### config.mk
export PLATFORM = sky130hd
export DESIGN_NAME = servo_reply_frame_receiver
export DESIGN_NICKNAME = d
export VERILOG_FILES = /design/src/hdl/srfr_pkg.sv /design/src/hdl/srfr_front.sv /design/src/hdl/srfr_back.sv /design/src/hdl/servo_reply_frame_receiver.sv
export SDC_FILE = /design/constraint.sdc
export NUM_CORES = 1
export LEC_CHECK = 0
export BUFFER_PORTS_ARGS = -buffer_cell sky130_fd_sc_hd__buf_2
export CORE_AREA = 4 4 165 167
export DETAILED_ROUTE_END_ITERATION = 6
export DIE_AREA = 0 0 169 171
export GPL_TIMING_DRIVEN = 0
export SETUP_SLACK_MARGIN = 0.3
export SYNTH_ARGS = -nofsm -noshare
export SYNTH_HDL_FRONTEND = slang
export SYNTH_SLANG_ARGS = --single-unit
export TNS_END_PERCENT = 50
### constraint.sdc
create_clock -name clk -period 6.6 [get_ports clk]
set_clock_uncertainty 0.05 [all_clocks]
set_input_delay 0 -clock clk [delete_from_list [all_inputs] [get_ports clk]]
set_output_delay 0 -clock clk [all_outputs]
set_load 0.05 [all_outputs]
### src/hdl/srfr_pkg.sv
// Shared types and constants for the servo reply frame receiver.
package srfr_pkg;

  localparam int MAX_FRAME_BYTES = 10;
  localparam int IDX_W = 4;

  localparam logic [IDX_W-1:0] LEN_MIN = 4'd2;
  localparam logic [IDX_W-1:0] LEN_MAX = 4'd8;
  localparam logic [IDX_W-1:0] LEN_POS = 4'd2;

  // frame byte positions that reach an output
  localparam int FIRST_KEPT = 3;
  localparam int LAST_KEPT  = 7;
  localparam int CMD_POS    = 3;
  localparam int BATT_LO    = 4;
  localparam int BATT_HI    = 5;
  localparam int POS_LO     = 6;
  localparam int POS_HI     = 7;

  localparam int QDEPTH = 2;

  localparam logic [1:0] REG_HEADER   = 2'd0;
  localparam logic [1:0] REG_BATT_CMD = 2'd1;
  localparam logic [1:0] REG_POS_CMD  = 2'd2;

  localparam logic REQ_BYTE    = 1'b0;
  localparam logic REQ_CONSUME = 1'b1;

  typedef struct packed {
    logic       consume;
    logic       hdr;
    logic [7:0] data;
  } op_t;

  typedef struct packed {
    logic [7:0] battery_command;
    logic [7:0] position_command;
  } cmd_cfg_t;

  // frame_ready in bit 0
  typedef struct packed {
    logic [15:0] servo_position;
    logic [15:0] battery_volt;
    logic        frame_dropped;
    logic        frame_latched;
    logic        frame_ready;
  } result_t;

endpackage

### src/hdl/srfr_front.sv
// Front end: request classification and a two-entry queue to the back end.
module srfr_front import srfr_pkg::*; (
  input  logic       clk,
  input  logic       rst,
  input  logic       s_tvalid,
  output logic       s_tready,
  input  logic [7:0] s_tdata,   // rx_byte
  input  logic       s_tuser,   // req_type
  input  logic [7:0] header_byte,
  input  logic       pop,
  output logic       q_valid,
  output op_t        q_op
);

  op_t        mem [QDEPTH];
  logic       wr_ptr;
  logic       rd_ptr;
  logic [1:0] count;
  logic       push;
  op_t        op_in;

  assign s_tready = (count != 2'(QDEPTH));
  assign push     = s_tvalid && s_tready;
  assign q_valid  = (count != 2'd0);
  assign q_op     = mem[rd_ptr];

  assign op_in.consume = (s_tuser == REQ_CONSUME);
  assign op_in.hdr     = (s_tdata == header_byte);
  assign op_in.data    = s_tdata;

  always_ff @(posedge clk) begin
    if (push) begin
      mem[wr_ptr] <= op_in;
    end
  end

  always_ff @(posedge clk) begin
    if (rst) begin
      wr_ptr <= 1'b0;
      rd_ptr <= 1'b0;
      count  <= 2'd0;
    end else begin
      if (push) wr_ptr <= ~wr_ptr;
      if (pop) rd_ptr <= ~rd_ptr;
      count <= count + 2'(push) - 2'(pop);
    end
  end

endmodule

### src/hdl/srfr_back.sv
// Back end: deframing, frame latch, decode on consume, output register.
module srfr_back import srfr_pkg::*; (
  input  logic        clk,
  input  logic        rst,
  input  logic        q_valid,
  input  op_t         q_op,
  output logic        pop,
  input  cmd_cfg_t    cmds,
  output logic        m_tvalid,
  input  logic        m_tready,
  output logic [39:0] m_tdata   // frame_ready, frame_latched, frame_dropped,
                                // battery_volt[15:0], servo_position[15:0], zero pad
);

  logic             found;
  logic             hseen;
  logic [IDX_W-1:0] idx;
  logic [IDX_W-1:0] len;
  logic             ready;
  logic [15:0]      batt;
  logic [15:0]      pos;
  logic [7:0]       staging [FIRST_KEPT:LAST_KEPT];
  logic [7:0]       latched [FIRST_KEPT:LAST_KEPT];
  result_t          res;

  logic             found_next;
  logic             hseen_next;
  logic [IDX_W-1:0] idx_next;
  logic [IDX_W-1:0] len_next;
  logic             ready_next;
  logic [15:0]      batt_next;
  logic [15:0]      pos_next;
  logic [IDX_W-1:0] widx;
  logic             st_we;
  logic             lat;
  logic             drp;
  logic             step;

  assign step = q_valid && (!m_tvalid || m_tready);
  assign pop  = step;

  always_comb begin
    found_next = found;
    hseen_next = hseen;
    idx_next   = idx;
    len_next   = len;
    ready_next = ready;
    batt_next  = batt;
    pos_next   = pos;
    widx       = idx;
    st_we      = 1'b0;
    lat        = 1'b0;
    drp        = 1'b0;
    if (!q_op.consume) begin
      if (!found_next) begin
        if (q_op.hdr) begin
          if (hseen_next) begin
            hseen_next = 1'b0;
            found_next = 1'b1;
            idx_next   = 4'd1;
          end else begin
            hseen_next = 1'b1;
          end
        end else begin
          idx_next   = '0;
          hseen_next = 1'b0;
        end
      end
      if (found_next) begin
        widx  = idx_next;
        st_we = (idx_next < IDX_W'(MAX_FRAME_BYTES));
        if (idx_next == LEN_POS) begin
          if (q_op.data < 8'(LEN_MIN) || q_op.data > 8'(LEN_MAX)) begin
            len_next   = LEN_MIN;
            found_next = 1'b0;
          end else begin
            len_next = q_op.data[IDX_W-1:0];
          end
        end
        idx_next = idx_next + 4'd1;
        if (idx_next == len_next + 4'd2) begin
          if (!ready_next) begin
            ready_next = 1'b1;
            lat        = 1'b1;
          end else begin
            drp = 1'b1;
          end
          found_next = 1'b0;
        end
      end
    end else if (ready) begin
      ready_next = 1'b0;
      if (latched[CMD_POS] == cmds.battery_command) begin
        batt_next = {latched[BATT_HI], latched[BATT_LO]};
      end else if (latched[CMD_POS] == cmds.position_command) begin
        pos_next = {latched[POS_HI], latched[POS_LO]};
      end
    end
  end

  always_ff @(posedge clk) begin
    if (step) begin
      for (int k = FIRST_KEPT; k <= LAST_KEPT; k++) begin
        if (st_we && widx == IDX_W'(k)) begin
          staging[k] <= q_op.data;
        end
      end
      res.frame_ready    <= ready_next;
      res.frame_latched  <= lat;
      res.frame_dropped  <= drp;
      res.battery_volt   <= batt_next;
      res.servo_position <= pos_next;
    end
  end

  always_ff @(posedge clk) begin
    if (rst) begin
      found    <= 1'b0;
      hseen    <= 1'b0;
      idx      <= '0;
      len      <= LEN_MIN;
      ready    <= 1'b0;
      batt     <= '0;
      pos      <= '0;
      m_tvalid <= 1'b0;
      for (int k = FIRST_KEPT; k <= LAST_KEPT; k++) begin
        latched[k] <= '0;
      end
    end else begin
      if (step) begin
        m_tvalid <= 1'b1;
      end else if (m_tready) begin
        m_tvalid <= 1'b0;
      end
      if (step) begin
        found    <= found_next;
        hseen    <= hseen_next;
        idx      <= idx_next;
        len      <= len_next;
        ready    <= ready_next;
        batt     <= batt_next;
        pos      <= pos_next;
        // only kept frame bytes (3..7) at positions 0..length+1 are copied
        for (int k = FIRST_KEPT; k <= LAST_KEPT; k++) begin
          if (lat && IDX_W'(k) < idx_next) begin
            latched[k] <= (widx == IDX_W'(k)) ? q_op.data : staging[k];
          end
        end
      end
    end
  end

  assign m_tdata = {5'b0, res};

endmodule

### src/hdl/servo_reply_frame_receiver.sv
// Top level: config registers, front end queue and deframing back end.
// Each result is registered in the output register after its request passes through the queue.
// Throughput: one request per cycle; the output register and a two-entry
// queue between front and back end let either side stall on its own.
// Reset (rst, synchronous): clears deframer state, latched frame, decoded values,
// and restores the config registers to their defaults; no clearing pass.
module servo_reply_frame_receiver import srfr_pkg::*; (
  input  logic        clk,
  input  logic        rst,
  input  logic        s_tvalid,
  output logic        s_tready,
  input  logic [7:0]  s_tdata,    // rx_byte
  input  logic        s_tuser,    // req_type
  output logic        m_tvalid,
  input  logic        m_tready,
  output logic [39:0] m_tdata,    // frame_ready, frame_latched, frame_dropped,
                                  // battery_volt[15:0], servo_position[15:0], zero pad
  input  logic        cfg_valid,
  output logic        cfg_ready,
  input  logic [1:0]  cfg_index,
  input  logic [7:0]  cfg_data
);

  logic [7:0] header_byte;
  cmd_cfg_t   cmds;
  logic       q_valid;
  op_t        q_op;
  logic       pop;

  assign cfg_ready = 1'b1;

  always_ff @(posedge clk) begin
    if (rst) begin
      header_byte           <= 8'd85;
      cmds.battery_command  <= 8'd15;
      cmds.position_command <= 8'd21;
    end else if (cfg_valid && cfg_ready) begin
      case (cfg_index)
        REG_HEADER:   header_byte           <= cfg_data;
        REG_BATT_CMD: cmds.battery_command  <= cfg_data;
        REG_POS_CMD:  cmds.position_command <= cfg_data;
        default: ;
      endcase
    end
  end

  srfr_front u_front (
    .clk         (clk),
    .rst         (rst),
    .s_tvalid    (s_tvalid),
    .s_tready    (s_tready),
    .s_tdata     (s_tdata),
    .s_tuser     (s_tuser),
    .header_byte (header_byte),
    .pop         (pop),
    .q_valid     (q_valid),
    .q_op        (q_op)
  );

  srfr_back u_back (
    .clk      (clk),
    .rst      (rst),
    .q_valid  (q_valid),
    .q_op     (q_op),
    .pop      (pop),
    .cmds     (cmds),
    .m_tvalid (m_tvalid),
    .m_tready (m_tready),
    .m_tdata  (m_tdata)
  );

  a_latch_drop_excl: assert property (@(posedge clk) disable iff (rst)
    m_tvalid |-> !(m_tdata[1] && m_tdata[2]))
    else $error("frame both latched and dropped");

  a_latch_sets_ready: assert property (@(posedge clk) disable iff (rst)
    (m_tvalid && m_tdata[1]) |-> m_tdata[0])
    else $error("latched frame without ready flag");

  a_request_queued: assert property (@(posedge clk) disable iff (rst)
    (s_tvalid && s_tready) |=> q_valid)
    else $error("accepted request missing from queue");

endmodule

Word level (Yosys, flattened, before mapping). Memory sizes are Yosys's and may differ from the RTL's. A register that Yosys moved wholly into a read port is not among the register bits. Cells that the tools add are included.

Register bits after elaboration: 107. Memory bits (writable): 100. Input bits: 24. Output and inout bits: 43. Logic and storage cells: 191. Memories: 3.

Memories: u_back.latched (words 5, width 8, read ports 5, clocked after Yosys merged registers in 0, write ports 5, line srfr_back.sv:23) `logic [7:0] latched [FIRST_KEPT:LAST_KEPT];`; u_back.staging (words 5, width 8, read ports 5, clocked after Yosys merged registers in 0, write ports 1, line srfr_back.sv:22) `logic [7:0] staging [FIRST_KEPT:LAST_KEPT];`; u_front.mem (words 2, width 10, read ports 1, clocked after Yosys merged registers in 1, write ports 1, line srfr_front.sv:15) `op_t mem [QDEPTH];`.

Add/sub/neg operators: 4. Order comparisons: 8. Eq/ne operators: 13. Multiplexer cells: 104. Bitwise logic cells: 11. Reduce and logical (&&, ||, !) cells: 29.

Operators by type and width (count): $mux W16 (7); $mux W8 (14); $mux W1 (67); $mux W4 (12); $reduce_or A8 Y1 (4); $eq A8 B8 Y1 (3); $eq A4 B3 Y1 const B (4); $lt A3 B4 Y1 const A (4); $logic_and A1 B1 Y1 (12); $mux W3 (4); $eq A4 B2 Y1 const B (2); $gt A8 B4 Y1 const B (1); $lt A8 B2 Y1 const B (1); $reduce_and A2 Y1 (4); $not A1 Y1 (6); $reduce_and A3 Y1 (2); $or A1 B1 Y1 (5); $add A4 B1 Y4 const B (1); $add A4 B2 Y4 const B (1); $eq A4 B4 Y1 (1); $lt A2 B4 Y1 const A (1); $lt A4 B4 Y1 const B (1); $reduce_bool A2 Y1 (2); $reduce_or A3 Y1 (1); 8 further kinds (9).

Longest topological paths before layout.
Word-level depth: 19. Gate-level depth with buffers: 17. Depth with buffers taken out: 13.

Cells and area by module. From an unflattened synthesis, not the netlist that was laid out.

Cell total of the unflattened synthesis: 729. Area, all modules: 9287.7 µm².

Modules (own cells, without submodules): srfr_back (instances 1, cells each 561, area each 7233.2 µm², seq. area each 4334.2 µm²); srfr_front (instances 1, cells each 70, area each 1063.5 µm², seq. area each 700.7 µm²); servo_reply_frame_receiver (instances 1, cells each 98, area each 991.0 µm², seq. area each 480.5 µm²).

Worst setup path before layout. No wires, ideal clock.

Path type: reg2reg. Start point: reg (tool-made name). End point: reg, netlist name u_back.latched[0][56]. Setup time: 398 ps. Data arrival time: 4588 ps. Data required time: 6152 ps. Setup slack: 1564 ps. Stages on the path, launching flop included: 16. Buffers on the path: 3. Clock period less this slack: 5036 ps. Cell sequence: dfxtp_1 -> buf_2 -> buf_2 -> mux2_2 -> a21oi_1 -> nor2b_1 -> ha_1 -> o311ai_0 -> clkbuf_1 -> o41ai_1 -> ha_1 -> nor3_1 -> a211oi_1 -> a2111oi_4 -> nand2_1 -> o41ai_1.

==> impl_results.md <==
* WP buf/inv at 3
* Critical Path Source Type: register
* Yosys reg bits at 208
* Dpl hpwl at 14.3 mm
* Pleak at 3.80 nW
* Synth Area in Simple Gates at 0.102
* Final Setup Violations at 0
* Crit end category: register
* Post-Synth Adder-Cell Area at 0.00706
* Clock transition at the registers of the reported paths at 0.06 ns
* Synth Area in Compound Gates at 0.119
* Post-synthesis mux area share at 0.0876
* CP max stage delay at 1.01 ns
* Antenna violations before repair at 0
* Total power at 3.69 mW
* # DRC at 0
* CP Class: reg2reg
* GRT Total Usage at 0.138
* Largest net degree at the start of global routing at 34
* Primary FF master, synth: edfxtp_1
* Initial Utilization at 0.344
* Vias per inst at 4.96
* Critical-path top delay cell: o31ai_1
* Synthesized area at 8870 um2
* FILL cells at 2419
* Final Hold Vio Count at 0
* Fmax at 175 MHz
* Syn. warnings at 0
* Setup repair bufs after CTS at 0
* Fin crit period at 5.70 ns
* CP Cell Sequence: buf_2 > buf_2 > mux2_2 > a21oi_1 > nor2b_1 > ha_1 > o311ai_0 > clkbuf_1 > o41ai_1 > ha_1 > nor3_1 > a211oi_1 > a2111oi_4 > nand2_1 > o31ai_1
* Port Buffer Count at 59
* CTS tree: built
* Seq/Total Area, Yosys at 0.622
* Avg Synthesized Cell Area at 12.0 um2
* CP Max Fanout at 10
* Final nets at 879
* Die Width at 169 um
* Placed cell count at 1141
* Via count at 5963
* Share of layout cells above drive strength 1 at 0.180
* Max IR drop VDD at 176 uV
* Global placement routability congestion at 0.847
* ANT cells at 0
* Global-route wire length before repair at 31.7 mm
* Clock sinks at 208
* Max-slew headroom at 0.150
* Setup TNS at 0 ns
* Largest family of logic cells by synthesized area: compound AO/OA/AOI/OAI gates
* RSZ-0062 raised after global routing: false
* Layout Cells excl Fill at 1202
* Class of the tightest hold or removal check: in2reg
* GRT overflow at 0
* Die Ht at 171 um
* Worst slew pin tran at 1.24 ns
* CTS Buffer Depth at 3
* PostCTS Resize Cnt at 0
* First DRT Iteration DRCs at 480
* Htree depth at 1
* Req. time, crit path at 6.67 ns
* Worst path top cell family by delay: compound AO/OA/AOI/OAI gates
* Asr flop ratio synth at 0
* PwrDens at 350 nW/um2
* Skew-Pair Late Insertion Delay at 0.51 ns
* Total CTS buffers at 23
* Final WL at 20.5 mm
* Final instance area at 10500 um2
* Run status: completed
* Arrival @ worst endpoint at 5.77 ns
* I/O pins at 67
* Full die area at 28900 um2
* Max cap viols at 0
* EDFF count, synth at 135
* DRT Pass-1 Iters at 6
* Pre-CTS setup slack at 0.670 ns
* Rows at 59
* Wire per inst at 17.0 um
* Clk root buf: clkbuf_16
* Period utilisation layout at 0.863
* Post-synthesis instance total at 741
* Synth cell types at 59
* Placed cell areas at 9630 um2
* Final ANT Viol Nets at 0
* Layout area overhead at 18.9%
* Number of global-route vias before repair at 5627
* Worst setup margin at 0.901 ns
* Core ar. at 25800 um2
* Xor/xnor cell area share of the yosys netlist at 0.0306
* Slew Viols, Final at 0
-- worst register-to-register path, stage by stage, from the launching register on --
cell,delay (ns)
dfxtp_1,0.30
buf_2,0.17
buf_2,0.31
mux2_2,0.45
a21oi_1,0.39
nor2b_1,0.13
ha_1,0.22
o311ai_0,0.25
clkbuf_1,0.43
o41ai_1,0.20
ha_1,0.25
nor3_1,0.26
a211oi_1,0.12
a2111oi_4,0.46
nand2_1,0.31
o31ai_1,1.01
-- layout by cell type, fill, tap and decap left out, types with 5 or more instances in the layout --
master and count:
nor3_1 11, nor2b_1 7, nand4_1 7, buf_4 7, a21oi_1 46, a211oi_1 19
clkbuf_16 23, edfxtp_1 135, mux2_2 34, conb_1 6, a2111oi_2 8, dfxtp_1 73
inv_1 17, nand2_1 62, dlygate4sd3_1 19, xor2_1 12, o21ai_0 41, mux2i_1 38
buf_2 64, xnor2_1 19, ha_1 5, clkbuf_1 38, nor2_1 92
-- logic make-up after synthesis --
kind of cell	Yosys count
muxes	73
buffers and inverters	64
adders and majority gates	5
AOI/OAI and AO/OA	154
other	2
and+or+nand+nor	204
DFF	208
xor gates and xnor gates	31
-- per-layer routing --
metal	up-vias	routed length, um	GRT usage
met4	0	354	0.0294
met5	-	0	0
met3	33	1050	0.0222
met2	160	9490	0.227
met1	2849	9590	0.194
li1	2921	-	-
-- flip-flops by register name (all words and copies together) (netlist names), 2 cells and up, named ones only --
name and cells:
u_back.batt 16, u_back.staging 40, cmds 16, u_back.latched 40, u_back.len 4, header_byte 8, u_back.idx 4, u_back.pos 16
u_back.m_tdata 35, u_front.count 2, u_front.mem 20
-- synthesized netlist by cell type, types with 3 or more instances --
master     number  area, um2
nor3b_1         3       22.5
a2111oi_2       8        120
buf_2           5       25.0
dfxtp_1        73       1460
o21ai_0        41        205
nor2_1         92        345
ha_1            5       62.6
buf_4           6       45.0
a22oi_1         3       22.5
a211oi_1       19        143
mux2i_1        38        380
o211a_1         3       30.0
nor3_1         11       55.1
nand4_1         7       43.8
nand2_1        62        233
nor2b_1         7       43.8
mux2_2         34        383
nand3_1         3       15.0
xor2_1         12        105
xnor2_1        19        166
buf_1           4       15.0
a2111oi_1       4       40.0
clkbuf_1       31        116
a2111oi_0       4       35.0
o21a_1          3       22.5
inv_1          17       63.8
a21oi_1        46        230
edfxtp_1      135       4050
nand3b_1        3       22.5
o31ai_1         3       22.5
-- where the power goes --
group	leakage, nW	switching, mW	internal (mW)
logic	1.55	0.699	0.194
clock network	0.348	0.495	0.709
registers	1.90	0.0403	1.56
-- through the flow --
| stage | hold slack, ns | utilization |
|---|---|---|
| finish | 0.139 | 0.409 |
| global route | 0.151 | 0.409 |
| CTS | 0.0116 | 0.409 |
| detailed placement | 0.146 | 0.374 |
| global placement | 0.140 | 0.372 |
| floorplan | 0.0489 | - |
-- area by class of cell --
cell class	count	area, um2	share of cell area
sequential	208	5520	0.523
multi-input combinational	473	3100	0.294
clock buffer	33	633	0.0600
timing repair buffer	80	513	0.0487
tap	335	419	0.0398
buffer	47	214	0.0203
clock inverter	9	82.6	0.00783
inverter	17	63.8	0.00605
-- final timing paths --
path | startpoint | to | slack, ns | cells past startpoint
setup / recovery | register | u_back.latched[0][34] | 0.90 | 15
hold / removal | cfg_index[1] | header_byte[0] | 0.14 | 5
setup reg to reg | register | u_back.latched[0][34] | 0.90 | 15
hold reg to reg | u_back.batt[14] | u_back.batt[14] | 0.42 | 2
-- repair_timing --
action | 4_1_cts | 5_1_grt
hold endpoints to repair | 46 | 1
endpoints found under the setup margin | 0 | 0
hold buffers | 18 | 1
No activity file was read; power rests on OpenSTA's default activity.
